==> src/rtl/core/vcps_pkg.sv <==
`default_nettype none

package vcps_pkg;

   // Payload widths on the stream ports
   localparam int ReqDataWidth = 48;
   localparam int ReqUserWidth = 3;
   localparam int RspDataWidth = 40;

   // Volume limits and control point lengths
   localparam logic [7:0] VolMax   = 8'hFF;
   localparam logic [7:0] VolMin   = 8'h00;
   localparam logic [7:0] CpMinLen = 8'd2;
   localparam logic [7:0] CpAbsLen = 8'd3;
   localparam logic [7:0] StepSizeReset = 8'd1;

   typedef enum logic [2:0] {
      ACT_CP_WRITE    = 3'd0,
      ACT_READ_STATE  = 3'd1,
      ACT_READ_FLAGS  = 3'd2,
      ACT_HOST_STATE  = 3'd3,
      ACT_HOST_FLAGS  = 3'd4
   } action_type;

   typedef enum logic [7:0] {
      OP_REL_DOWN        = 8'd0,
      OP_REL_UP          = 8'd1,
      OP_UNMUTE_REL_DOWN = 8'd2,
      OP_UNMUTE_REL_UP   = 8'd3,
      OP_SET_ABS         = 8'd4,
      OP_UNMUTE          = 8'd5,
      OP_MUTE            = 8'd6
   } opcode_type;

   typedef enum logic [1:0] {
      ST_OK          = 2'd0,
      ST_BAD_LEN     = 2'd1,
      ST_BAD_COUNTER = 2'd2,
      ST_BAD_OPCODE  = 2'd3
   } status_type;

   // Volume service state
   typedef struct packed {
      logic [7:0] volume;
      logic       muted;
      logic [7:0] count;
      logic [7:0] flags;
   } vol_state_type;

   // Notification flags of one request
   typedef struct packed {
      logic state_changed;
      logic flags_changed;
   } chg_type;

   // Outcome of a control point write
   typedef struct packed {
      status_type status;
      logic       req_valid;
      logic [7:0] req_volume;
      logic       req_mute;
   } cp_result_type;

   // One result item
   typedef struct packed {
      cp_result_type cp;
      vol_state_type st;
      chg_type       chg;
   } rsp_item_type;

endpackage

`default_nettype wire

==> src/rtl/core/vcps_cp_check.sv <==
`default_nettype none

module vcps_cp_check (
   input  wire logic                   is_write,
   input  wire vcps_pkg::vol_state_type cur_state,
   input  wire logic [7:0]             vol_step,
   input  wire logic [7:0]             opcode,
   input  wire logic [7:0]             counter_in,
   input  wire logic [7:0]             volume_in,
   input  wire logic [7:0]             write_length,
   input  wire logic                   requester_known,
   output vcps_pkg::cp_result_type     result
);

   logic [8:0] up_sum;
   logic [7:0] vol_up;
   logic [7:0] vol_down;

   // Saturating relative steps
   assign up_sum   = {1'b0, cur_state.volume} + {1'b0, vol_step};
   assign vol_up   = up_sum[8] ? vcps_pkg::VolMax : up_sum[7:0];
   assign vol_down = (cur_state.volume >= vol_step) ? (cur_state.volume - vol_step)
                                                    : vcps_pkg::VolMin;

   // Check length, then counter, then opcode
   always_comb begin
      vcps_pkg::status_type st;
      logic [7:0]           nv;
      logic                 nm;
      st     = vcps_pkg::ST_OK;
      nv     = cur_state.volume;
      nm     = cur_state.muted;
      result = '0;
      if (is_write) begin
         if (write_length < vcps_pkg::CpMinLen) begin
            st = vcps_pkg::ST_BAD_LEN;
         end else if (counter_in != cur_state.count) begin
            st = vcps_pkg::ST_BAD_COUNTER;
         end else begin
            unique case (vcps_pkg::opcode_type'(opcode))
               vcps_pkg::OP_REL_DOWN: begin
                  nv = vol_down;
               end
               vcps_pkg::OP_REL_UP: begin
                  nv = vol_up;
               end
               vcps_pkg::OP_UNMUTE_REL_DOWN: begin
                  nm = 1'b0;
                  nv = vol_down;
               end
               vcps_pkg::OP_UNMUTE_REL_UP: begin
                  nm = 1'b0;
                  nv = vol_up;
               end
               vcps_pkg::OP_SET_ABS: begin
                  if (write_length != vcps_pkg::CpAbsLen) begin
                     st = vcps_pkg::ST_BAD_LEN;
                  end else begin
                     nv = volume_in;
                  end
               end
               vcps_pkg::OP_UNMUTE: begin
                  nm = 1'b0;
               end
               vcps_pkg::OP_MUTE: begin
                  nm = 1'b1;
               end
               default: begin
                  st = vcps_pkg::ST_BAD_OPCODE;
               end
            endcase
         end
         result.status = st;
         if (st == vcps_pkg::ST_OK) begin
            result.req_volume = nv;
            result.req_mute   = nm;
            result.req_valid  = requester_known;
         end
      end
   end

endmodule

`default_nettype wire

==> src/rtl/core/vcps_state.sv <==
`default_nettype none

module vcps_state (
   input  wire logic                    clock,
   input  wire logic                    reset,
   input  wire logic                    upd_en,
   input  wire logic [2:0]              action,
   input  wire logic [7:0]              volume_in,
   input  wire logic                    mute_in,
   input  wire logic [7:0]              flags_in,
   output vcps_pkg::vol_state_type      cur_state,
   output vcps_pkg::vol_state_type      nxt_state,
   output vcps_pkg::chg_type            chg
);

   vcps_pkg::vol_state_type state_ff;
   vcps_pkg::vol_state_type state_in;

   // Apply host updates that differ from the held state
   always_comb begin
      state_in = state_ff;
      chg      = '0;
      unique case (vcps_pkg::action_type'(action))
         vcps_pkg::ACT_HOST_STATE: begin
            if ((state_ff.volume != volume_in) || (state_ff.muted != mute_in)) begin
               state_in.volume   = volume_in;
               state_in.muted    = mute_in;
               state_in.count    = state_ff.count + 8'd1;
               chg.state_changed = 1'b1;
            end
         end
         vcps_pkg::ACT_HOST_FLAGS: begin
            if (state_ff.flags != flags_in) begin
               state_in.flags    = flags_in;
               chg.flags_changed = 1'b1;
            end
         end
         default: begin
         end
      endcase
   end

   // Hold state; advance on an accepted request
   always_ff @(posedge clock) begin
      if (reset) begin
         state_ff <= '0;
      end else if (upd_en) begin
         state_ff <= state_in;
      end
   end

   assign cur_state = state_ff;
   assign nxt_state = state_in;

endmodule

`default_nettype wire

==> src/rtl/core/volume_control_point_server.sv <==
`default_nettype none

// Channel  | Direction | Ports                        | Contents
// req      | in        | req_tvalid/tready/tdata/tuser| one request: write, read or host update
// rsp      | out       | rsp_tvalid/tready/tdata      | one result per request
// csr      | in        | csr_wr_en/csr_wr_data        | volume step register
//
// One request per cycle while req_tready is high; each result appears in the cycle after its request is accepted.
// The state registers and the result register are the only stages; all
// checks and the saturating step sit between them.
// Reset clears volume, mute, counter and flags to zero and the volume step to 1.
// A stalled result holds in the result register; req_tready drops only
// while that register is full and rsp_tready is low.

module volume_control_point_server (
   input  wire logic                              clock,
   input  wire logic                              reset,
   input  wire logic                              req_tvalid,
   output logic                                   req_tready,
   // opcode[7:0], counter_in[15:8], volume_in[23:16], write_length[31:24],
   // mute_in[32], flags_in[40:33], requester_known[41], zero[47:42]
   input  wire logic [vcps_pkg::ReqDataWidth-1:0] req_tdata,
   // action[2:0]
   input  wire logic [vcps_pkg::ReqUserWidth-1:0] req_tuser,
   output logic                                   rsp_tvalid,
   input  wire logic                              rsp_tready,
   // status[1:0], request_valid[2], requested_volume[10:3], requested_mute[11],
   // volume_out[19:12], mute_out[20], counter_out[28:21], flags_out[36:29],
   // state_changed[37], flags_changed[38], zero[39]
   output logic [vcps_pkg::RspDataWidth-1:0]      rsp_tdata,
   input  wire logic                              csr_wr_en,
   input  wire logic [7:0]                        csr_wr_data
);

   logic       req_fire;
   logic [7:0] opcode;
   logic [7:0] counter_in;
   logic [7:0] volume_in;
   logic [7:0] write_length;
   logic       mute_in;
   logic [7:0] flags_in;
   logic       requester_known;
   logic       is_write;

   logic [7:0] vol_step_ff;
   logic       rsp_valid_ff;
   logic       rsp_valid_in;
   vcps_pkg::rsp_item_type rsp_item_ff;
   vcps_pkg::rsp_item_type rsp_item_in;

   vcps_pkg::vol_state_type cur_state;
   vcps_pkg::vol_state_type nxt_state;
   vcps_pkg::chg_type       chg;
   vcps_pkg::cp_result_type cp_result;

   // Unpack the request
   assign opcode          = req_tdata[7:0];
   assign counter_in      = req_tdata[15:8];
   assign volume_in       = req_tdata[23:16];
   assign write_length    = req_tdata[31:24];
   assign mute_in         = req_tdata[32];
   assign flags_in        = req_tdata[40:33];
   assign requester_known = req_tdata[41];
   assign is_write        = (vcps_pkg::action_type'(req_tuser) == vcps_pkg::ACT_CP_WRITE);

   // Accept while the result register is empty or draining
   assign req_tready = !rsp_valid_ff || rsp_tready;
   assign req_fire   = req_tvalid && req_tready;

   // Step size register
   always_ff @(posedge clock) begin
      if (reset) begin
         vol_step_ff <= vcps_pkg::StepSizeReset;
      end else if (csr_wr_en) begin
         vol_step_ff <= csr_wr_data;
      end
   end

   vcps_state u_state (
      .clock     (clock),
      .reset     (reset),
      .upd_en    (req_fire),
      .action    (req_tuser),
      .volume_in (volume_in),
      .mute_in   (mute_in),
      .flags_in  (flags_in),
      .cur_state (cur_state),
      .nxt_state (nxt_state),
      .chg       (chg)
   );

   vcps_cp_check u_cp_check (
      .is_write        (is_write),
      .cur_state       (cur_state),
      .vol_step        (vol_step_ff),
      .opcode          (opcode),
      .counter_in      (counter_in),
      .volume_in       (volume_in),
      .write_length    (write_length),
      .requester_known (requester_known),
      .result          (cp_result)
   );

   // Load the result register on accept, drop it when taken
   always_comb begin
      rsp_item_in    = rsp_item_ff;
      rsp_valid_in   = rsp_valid_ff;
      if (req_fire) begin
         rsp_item_in.cp  = cp_result;
         rsp_item_in.st  = nxt_state;
         rsp_item_in.chg = chg;
         rsp_valid_in    = 1'b1;
      end else if (rsp_tready) begin
         rsp_valid_in    = 1'b0;
      end
   end

   always_ff @(posedge clock) begin
      if (reset) begin
         rsp_valid_ff <= 1'b0;
      end else begin
         rsp_valid_ff <= rsp_valid_in;
      end
   end

   always_ff @(posedge clock) begin
      rsp_item_ff <= rsp_item_in;
   end

   // Pack the result, first field lowest
   assign rsp_tvalid = rsp_valid_ff;
   assign rsp_tdata  = {1'b0,
                        rsp_item_ff.chg.flags_changed,
                        rsp_item_ff.chg.state_changed,
                        rsp_item_ff.st.flags,
                        rsp_item_ff.st.count,
                        rsp_item_ff.st.muted,
                        rsp_item_ff.st.volume,
                        rsp_item_ff.cp.req_mute,
                        rsp_item_ff.cp.req_volume,
                        rsp_item_ff.cp.req_valid,
                        rsp_item_ff.cp.status};

   // The change counter only ever advances by one
   assert property (@(posedge clock) disable iff (reset)
      (!$past(reset) && (cur_state.count != $past(cur_state.count)))
      |-> (cur_state.count == $past(cur_state.count) + 8'd1))
      else $error("change counter jumped");

   // A change request only comes with a successful status
   assert property (@(posedge clock) disable iff (reset)
      (rsp_valid_ff && rsp_item_ff.cp.req_valid)
      |-> (rsp_item_ff.cp.status == vcps_pkg::ST_OK))
      else $error("request_valid with failed status");

   // One request never raises both notifications
   assert property (@(posedge clock) disable iff (reset)
      rsp_valid_ff |-> !(rsp_item_ff.chg.state_changed && rsp_item_ff.chg.flags_changed))
      else $error("both notifications raised");

   // Never accept over a stalled result
   assert property (@(posedge clock) disable iff (reset)
      !(req_fire && rsp_valid_ff && !rsp_tready))
      else $error("result overwritten while stalled");

   // A host flags update leaves the new flags in state
   assert property (@(posedge clock) disable iff (reset)
      (req_fire && (vcps_pkg::action_type'(req_tuser) == vcps_pkg::ACT_HOST_FLAGS))
      |=> (cur_state.flags == $past(flags_in)))
      else $error("flags update lost");

endmodule

`default_nettype wire

==> config.mk <==
export PLATFORM = sky130hd
export DESIGN_NAME = volume_control_point_server
export DESIGN_NICKNAME = d
export VERILOG_FILES = /design/src/rtl/core/vcps_pkg.sv /design/src/rtl/core/vcps_cp_check.sv /design/src/rtl/core/vcps_state.sv /design/src/rtl/core/volume_control_point_server.sv
export SDC_FILE = /design/constraint.sdc
export NUM_CORES = 1
export LEC_CHECK = 0
export ABC_CLOCK_PERIOD_IN_PS = 2310
export BUFFER_PORTS_ARGS = -buffer_cell sky130_fd_sc_hd__buf_4
export CELL_PAD_IN_SITES_DETAIL_PLACEMENT = 0
export CELL_PAD_IN_SITES_GLOBAL_PLACEMENT = 2
export CORE_MARGIN = 2
export CORE_UTILIZATION = 31
export CTS_BUF_LIST = sky130_fd_sc_hd__clkbuf_4
export DETAILED_ROUTE_END_ITERATION = 8
export GPL_TIMING_DRIVEN = 1
export HOLD_SLACK_MARGIN = 0.08
export PLACE_DENSITY_LB_ADDON = 0.1
export SETUP_SLACK_MARGIN = 0.5
export SYNTH_ARGS = -nofsm -noshare
export SYNTH_HDL_FRONTEND = slang
export SYNTH_SLANG_ARGS = --single-unit
==> constraint.sdc <==
create_clock -name clock -period 2.31 [get_ports clock]
set_input_delay 0.3465 -clock clock [delete_from_list [all_inputs] [get_ports clock]]
set_output_delay 0.3465 -clock clock [all_outputs]
set_load 0.03 [all_outputs]
After elaboration in Yosys (flattened, before gate mapping)
Cells that the tools add are included.
{ "word_totals": {"input_bits": 64, "ff_bits": 73, "elab_cells": 69} }
{ "classes": {"reduce_logical": 13, "order_cmp": 2, "muxes": 22, "add_sub_neg": 3, "eq_ne": 13} }
{ "ops": {"columns": ["cell", "n"], "rows": [
  ["8-bit 2-to-1 mux", 7],
  ["17-bit 2-to-1 mux", 2],
  ["8-bit by 3-bit equality test with 1-bit output (second input constant)", 3],
  ["8-bit != test", 3],
  ["8-bit one-hot mux with 3 select lines", 1],
  ["8-bit by 2-bit equality test with 1-bit output (second input constant)", 2],
  ["8-bit by 8-bit adder with 9-bit output", 1],
  ["8-bit by 1-bit adder with 8-bit output (second input constant)", 1],
  ["8-bit by 1-bit equality test with 1-bit output (second input constant)", 1],
  ["8-bit greater-or-equal comparator", 1],
  ["8-bit logical NOT", 1],
  ["8-bit by 2-bit less-than comparator with 1-bit output (second input constant)", 1],
  ["8-bit by 2-bit != test with 1-bit output (second input constant)", 1],
  ["8-bit subtractor", 1],
  ["1-bit 2-to-1 mux", 7],
  ["2-bit 2-to-1 mux", 3],
  ["6-bit OR reduction", 1],
  ["2-bit one-hot mux with 2 select lines", 1],
  ["2-bit OR reduction", 2],
  ["3-bit by 2-bit equality test with 1-bit output (second input constant)", 1],
  ["3-bit equality test (second input constant)", 1],
  ["3-bit logical NOT", 1],
  ["3-bit OR reduction", 1],
  ["2-bit logical NOT", 1],
  ["other kinds (7)", 8]
]} }

Depth between registers and ports, before layout
{ "logic_depth": {"word_depth": 8, "mapped_depth": 11, "depth_no_buf": 10} }

Modules after synthesis
A second synthesis with hierarchy kept.
{ "hier_totals": {"hier_cells": 427, "hier_area_um2": 4503.1} }
{ "by_module_without_submodules": {"columns": ["mod", "area_per_inst_um2", "n_inst", "cells_per_inst"], "rows": [
  ["vcps_state", 1587.8, 1, 164],
  ["volume_control_point_server", 1519.0, 1, 73],
  ["vcps_cp_check", 1396.3, 1, 190]
]} }

Worst setup path before layout
Ideal clock, no wire load.
{ "synth_timing": {"path_kind": "register to register", "startpoint": "reg rsp_valid_ff (netlist: rsp_tvalid)", "endpoint": "reg rsp_item_ff (netlist bit rsp_tdata[0]), enable pin", "setup_slack_ns": -0.481, "path_buffers": 1, "stages_incl_launch_ff": 5, "required_ns": 1.891, "setup_ns": 0.419, "arrival_ns": 2.372, "path_cell_list": "dfxtp_1 nand2b_1 nand2_1 inv_1 clkbuf_1"} }
{ "synth_between": {"elab_chain_len": 3} }
{ "synth_rtl": {"columns": ["element", "line", "source"], "rows": [
  ["start: declaration", "volume_control_point_server.sv:46", "logic rsp_valid_ff;"],
  ["start signal: assignment", "volume_control_point_server.sv:122", "rsp_valid_ff <= rsp_valid_in;"],
  ["1-bit logical NOT", "volume_control_point_server.sv:67", "assign req_tready = !rsp_valid_ff || rsp_tready;"],
  ["1-bit logical OR", "volume_control_point_server.sv:67", null],
  ["named net req_tready", "volume_control_point_server.sv:19", "output logic req_tready,"],
  ["1-bit logical AND", "volume_control_point_server.sv:68", "assign req_fire = req_tvalid && req_tready;"],
  ["named net req_fire", "volume_control_point_server.sv:35", "logic req_fire;"],
  ["end signal: assignment", "volume_control_point_server.sv:127", "rsp_item_ff <= rsp_item_in;"],
  ["end: declaration", "volume_control_point_server.sv:48", "vcps_pkg::rsp_item_type rsp_item_ff;"]
]} }
The timed path passes the listed nets, and every way through them passes these cells.
A chain may end at the register's enable or synchronous reset.

Worst setup path in the final report
{ "layout_timing": {"startpoint": "reg u_state.state_ff (netlist bit u_state.cur_state[17])", "endpoint": "reg rsp_item_ff (netlist bit rsp_tdata[9]) (data pin)"} }
{ "layout_between": {"elab_chain_len": 5, "word_cells_on_any_way": 8} }
{ "layout_rtl": {"columns": ["element", "line", "source"], "rows": [
  ["start: declaration", "vcps_state.sv:16", "vcps_pkg::vol_state_type state_ff;"],
  ["start signal: assignment", "vcps_state.sv:48", "state_ff <= state_in;"],
  ["8-bit by 8-bit adder with 9-bit output (tied with other cells)", "vcps_cp_check.sv:20", "assign up_sum = {1'b0, cur_state.volume} + {1'b0, vol_step};"],
  ["8-bit 2-to-1 mux (on tied branches)", "vcps_cp_check.sv:21, vcps_cp_check.sv:22", null],
  ["8-bit one-hot mux with 3 select lines *", "vcps_cp_check.sv:40", "unique case (vcps_pkg::opcode_type'(opcode))"],
  ["8-bit 2-to-1 mux *", "vcps_cp_check.sv:37", "end else if (counter_in != cur_state.count) begin"],
  ["8-bit 2-to-1 mux *", "vcps_cp_check.sv:35", "if (write_length < vcps_pkg::CpMinLen) begin"]
]} }
Mark *: on every way between the ends. The rest lies on a longest branch, timed or not.

==> flow_summary_export.csv <==
group,metric,value,unit
global_route,grt_start_max_net_pins,35,
clocking,ctsRootBufferMaster,"sky130_fd_sc_hd__clkbuf_4",
setup_path,startpoint_type,"flip-flop",
yosys,yosysSeqAreaShare,42.8,%
floorplanning,fp.dieW,122,um
yosys,library_cell_with_the_largest_summed_area_after_synthesis,"sky130_fd_sc_hd__edfxtp_1",
global_route,antenna_found_initial,1,
sta,worst_slew_pin_slew,0.523,ns
flow_run,maxCapViolations,0,
placed_design,portBuffers,98,
yosys,syn-mean-instance-area,10.1,sq um
clocking,clk-insertion-delay-late,0.45,ns
yosys,ys_ff_latch,73,
yosys,yosysMostFrequentCell,"sky130_fd_sc_hd__nor2_1",
global_route,grt.total_usage,17.0,%
floorplanning,number_of_rows_created_at_floorplan,43,
yosys,synthesis_warnings,0,
layout,drive_gt1_share,52.5,%
sta,grt_setup_unrepaired,"yes",
detailed_routing,wl_per_cell,16.3,um
floorplanning,die_area,14900,sq um
placed_design,dp.cells,747,
layout,syn2layout_area_growth,53.3,%
yosys,netlist-cell-type-count,60,
sta,fin_setup_tns,0,ns
pwr,static_leakage,2.76,nW
placed_design,placedInstanceArea,5740,sq um
floorplanning,initial_utilization,31.4,%
detailed_routing,drt.antenna.violating_nets,0,
placed_design,hpwl_after_dpl,9320,um
floorplanning,fp.coreArea,13800,sq um
layout,final_cells,779,
floorplanning,ioPinCount,106,
clocking,worst_setup_hold_path_clk_slew,0.13,ns
sta,max_slew_margin,65.1,%
yosys,mappedNetlistNets,510,
yosys,post_synth_edffs,39,
detailed_routing,drc,0,
clocking,cts_tree,"done",
clocking,cts_max_path_buffers,2,
pwr,power.density_cell_area,517,nW/um^2
setup_path,largest_driver_fanout_on_the_critical_path,3,
sta,final-hold-violation-count,0,
min_path,timing.hold.worst.class,"input port to flip-flop",
yosys,ys_top_cells_by_count,"sky130_fd_sc_hd__nor2_1, sky130_fd_sc_hd__edfxtp_1, sky130_fd_sc_hd__dfxtp_1",
clocking,cts-htree-levels,3,
detailed_routing,detail_route.first_pass.iterations,4,
detailed_routing,avgViaCountPerCell,4.77,
setup_path,cp_data_required_time,2.53,ns
layout,final_cell_area,6630,sq um
global_route,grt_pass1_wl,19200,um
setup_path,crit_arrival,2.51,ns
sta,max_slew_violations,0,
sta,clock.fmax,437,MHz
yosys,synth-async-reset-ratio,0,%
layout,finish.net_count,676,
detailed_routing,drtIter0Drc,148,
pwr,power.ir.vdd_worst,0.270,mV
global_route,grt_remaining_overflow,0,
run_status,run_status,"finished, final reports clean",
setup_path,critical_path_class,"flip-flop to flip-flop",
placed_design,gp_congestion,0.805,
setup_path,end_kind,"flip-flop",
yosys,synth_top_area_share,27.1,%
yosys,netlist_area,4330,sq um
sta,finClkSkew,0.0167,ns
yosys,ys_dominant_reg_cell,"sky130_fd_sc_hd__edfxtp_1",
yosys,synth.top_cells.by_area,"sky130_fd_sc_hd__edfxtp_1, sky130_fd_sc_hd__dfxtp_1, sky130_fd_sc_hd__xnor2_1",
detailed_routing,num_vias,3718,
yosys,postSynthCellCount,427,
layout,final_core_utilization,48.1,%
global_route,via_count_of_the_first_global_routing_pass,3657,
sta,final_period_minus_worst_setup_slack,2.29,ns
sta,setup_viol,0,
clocking,cts-buffers-inserted,9,
detailed_routing,finalWirelength,12700,um
sta,timing.final.crit_share,99.2,%
floorplanning,die_h,122,um
clocking,cts_sinks,73,
## path summary, 6_finish.rpt
| path | from | to | slack (ns) | cells after the start |
|---|---|---|---|---|
| max | u_state.cur_state[17] | rsp_tdata[9] | 0.02 | 9 |
| min | csr_wr_data[4] | vol_step_ff[4] | 0.13 | 3 |
| max reg2reg | u_state.cur_state[17] | rsp_tdata[9] | 0.02 | 9 |
| min reg2reg | vol_step_ff[2] | vol_step_ff[2] | 0.51 | 2 |
## sequential cells by signal (all words and copies together) (netlist names)
signal             flops
rsp_tdata             39
vol_step_ff            8
rsp_tvalid             1
u_state.cur_state     25
## what timing repair did
item | CTS | global route
gates resized for setup | 41 | 73
endpoints found under the hold margin | 1 | 0
endpoints found under the setup margin | 30 | 32
pin swaps | 13 | 31
hold buffers | 1 | 0
cloned | 1 | 0
setup buffers | 8 | 5
## worst max-delay path, cell delays in order, from the launching register on
cell,delay [ns]
sky130_fd_sc_hd__dfxtp_4,0.39
sky130_fd_sc_hd__ha_4,0.14
sky130_fd_sc_hd__fa_2,0.23
sky130_fd_sc_hd__nand2b_4,0.06
sky130_fd_sc_hd__a2111o_1,0.45
sky130_fd_sc_hd__buf_4,0.16
sky130_fd_sc_hd__a211oi_2,0.20
sky130_fd_sc_hd__a31o_2,0.13
sky130_fd_sc_hd__a21oi_1,0.06
sky130_fd_sc_hd__o221a_1,0.23
## metrics by stage
stage / setup WS [ns] / hold WS [ns] / power, mW
after floorplan: 0.177 / 0.464 / 1.97
after global placement: -0.0612 / 0.488 / 2.30
after detailed placement: -0.0816 / 0.492 / 2.31
after CTS: 0.0383 / 0.0919 / 3.40
after global routing: -0.0468 / 0.104 / 3.61
final: 0.0193 / 0.125 / 3.43
## layer usage
| layer | GRT usage (%) | wire length (um) |
|---|---|---|
| met1 | 23.7 | 6140 |
| met2 | 25.7 | 5600 |
| met3 | 4.96 | 803 |
| met4 | 4.89 | 133 |
| met5 | 0 | 0 |
## cells by family after synthesis
family          count (synthesis)  synth area share, %
buf+inv                        39                 4.05
mux                            30                 7.46
other cells                     1               0.0867
fa+ha+maj                      19                 5.84
compound gates                 67                 11.9
xor+xnor                       48                 10.1
simple gates                  150                 17.8
flops                          73                 42.8
## power by group
part	switching [mW]	leakage (nW)	internal, mW
sequential	0.0479	0.681	1.45
clock	0.487	0.0980	0.557
combinational	0.461	1.98	0.427
total	0.996	2.76	2.43
## layout make-up
cell class / count / area (sq um)
Sequential cell: 73 / 1890
Fill cell: 1318 / 7140
Clock inverter: 6 / 108
Timing Repair Buffer: 177 / 1430
Antenna cell: 1 / 2.50
Inverter: 17 / 63.8
Tap cell: 180 / 225
Multi-Input combinational cell: 315 / 2840
Clock buffer: 10 / 75.1
## placed cells by master (no fill, tap or decap), types with 6 or more instances in the layout
cell type	instances
sky130_fd_sc_hd__edfxtp_1	39
sky130_fd_sc_hd__ha_4	7
sky130_fd_sc_hd__xor2_1	15
sky130_fd_sc_hd__a21oi_2	6
sky130_fd_sc_hd__a21oi_1	13
sky130_fd_sc_hd__clkbuf_4	10
sky130_fd_sc_hd__dfxtp_2	19
sky130_fd_sc_hd__nand4_1	11
sky130_fd_sc_hd__nor2_1	58
sky130_fd_sc_hd__dfxtp_1	10
sky130_fd_sc_hd__nor3_1	18
sky130_fd_sc_hd__xnor2_1	18
sky130_fd_sc_hd__mux2_2	15
sky130_fd_sc_hd__nor2b_1	6
sky130_fd_sc_hd__xnor2_2	10
sky130_fd_sc_hd__mux2i_1	12
sky130_fd_sc_hd__nand2_1	9
sky130_fd_sc_hd__inv_1	14
sky130_fd_sc_hd__buf_6	8
sky130_fd_sc_hd__ha_1	9
sky130_fd_sc_hd__buf_4	163
Note: power is estimated with default switching activity, not from simulation.
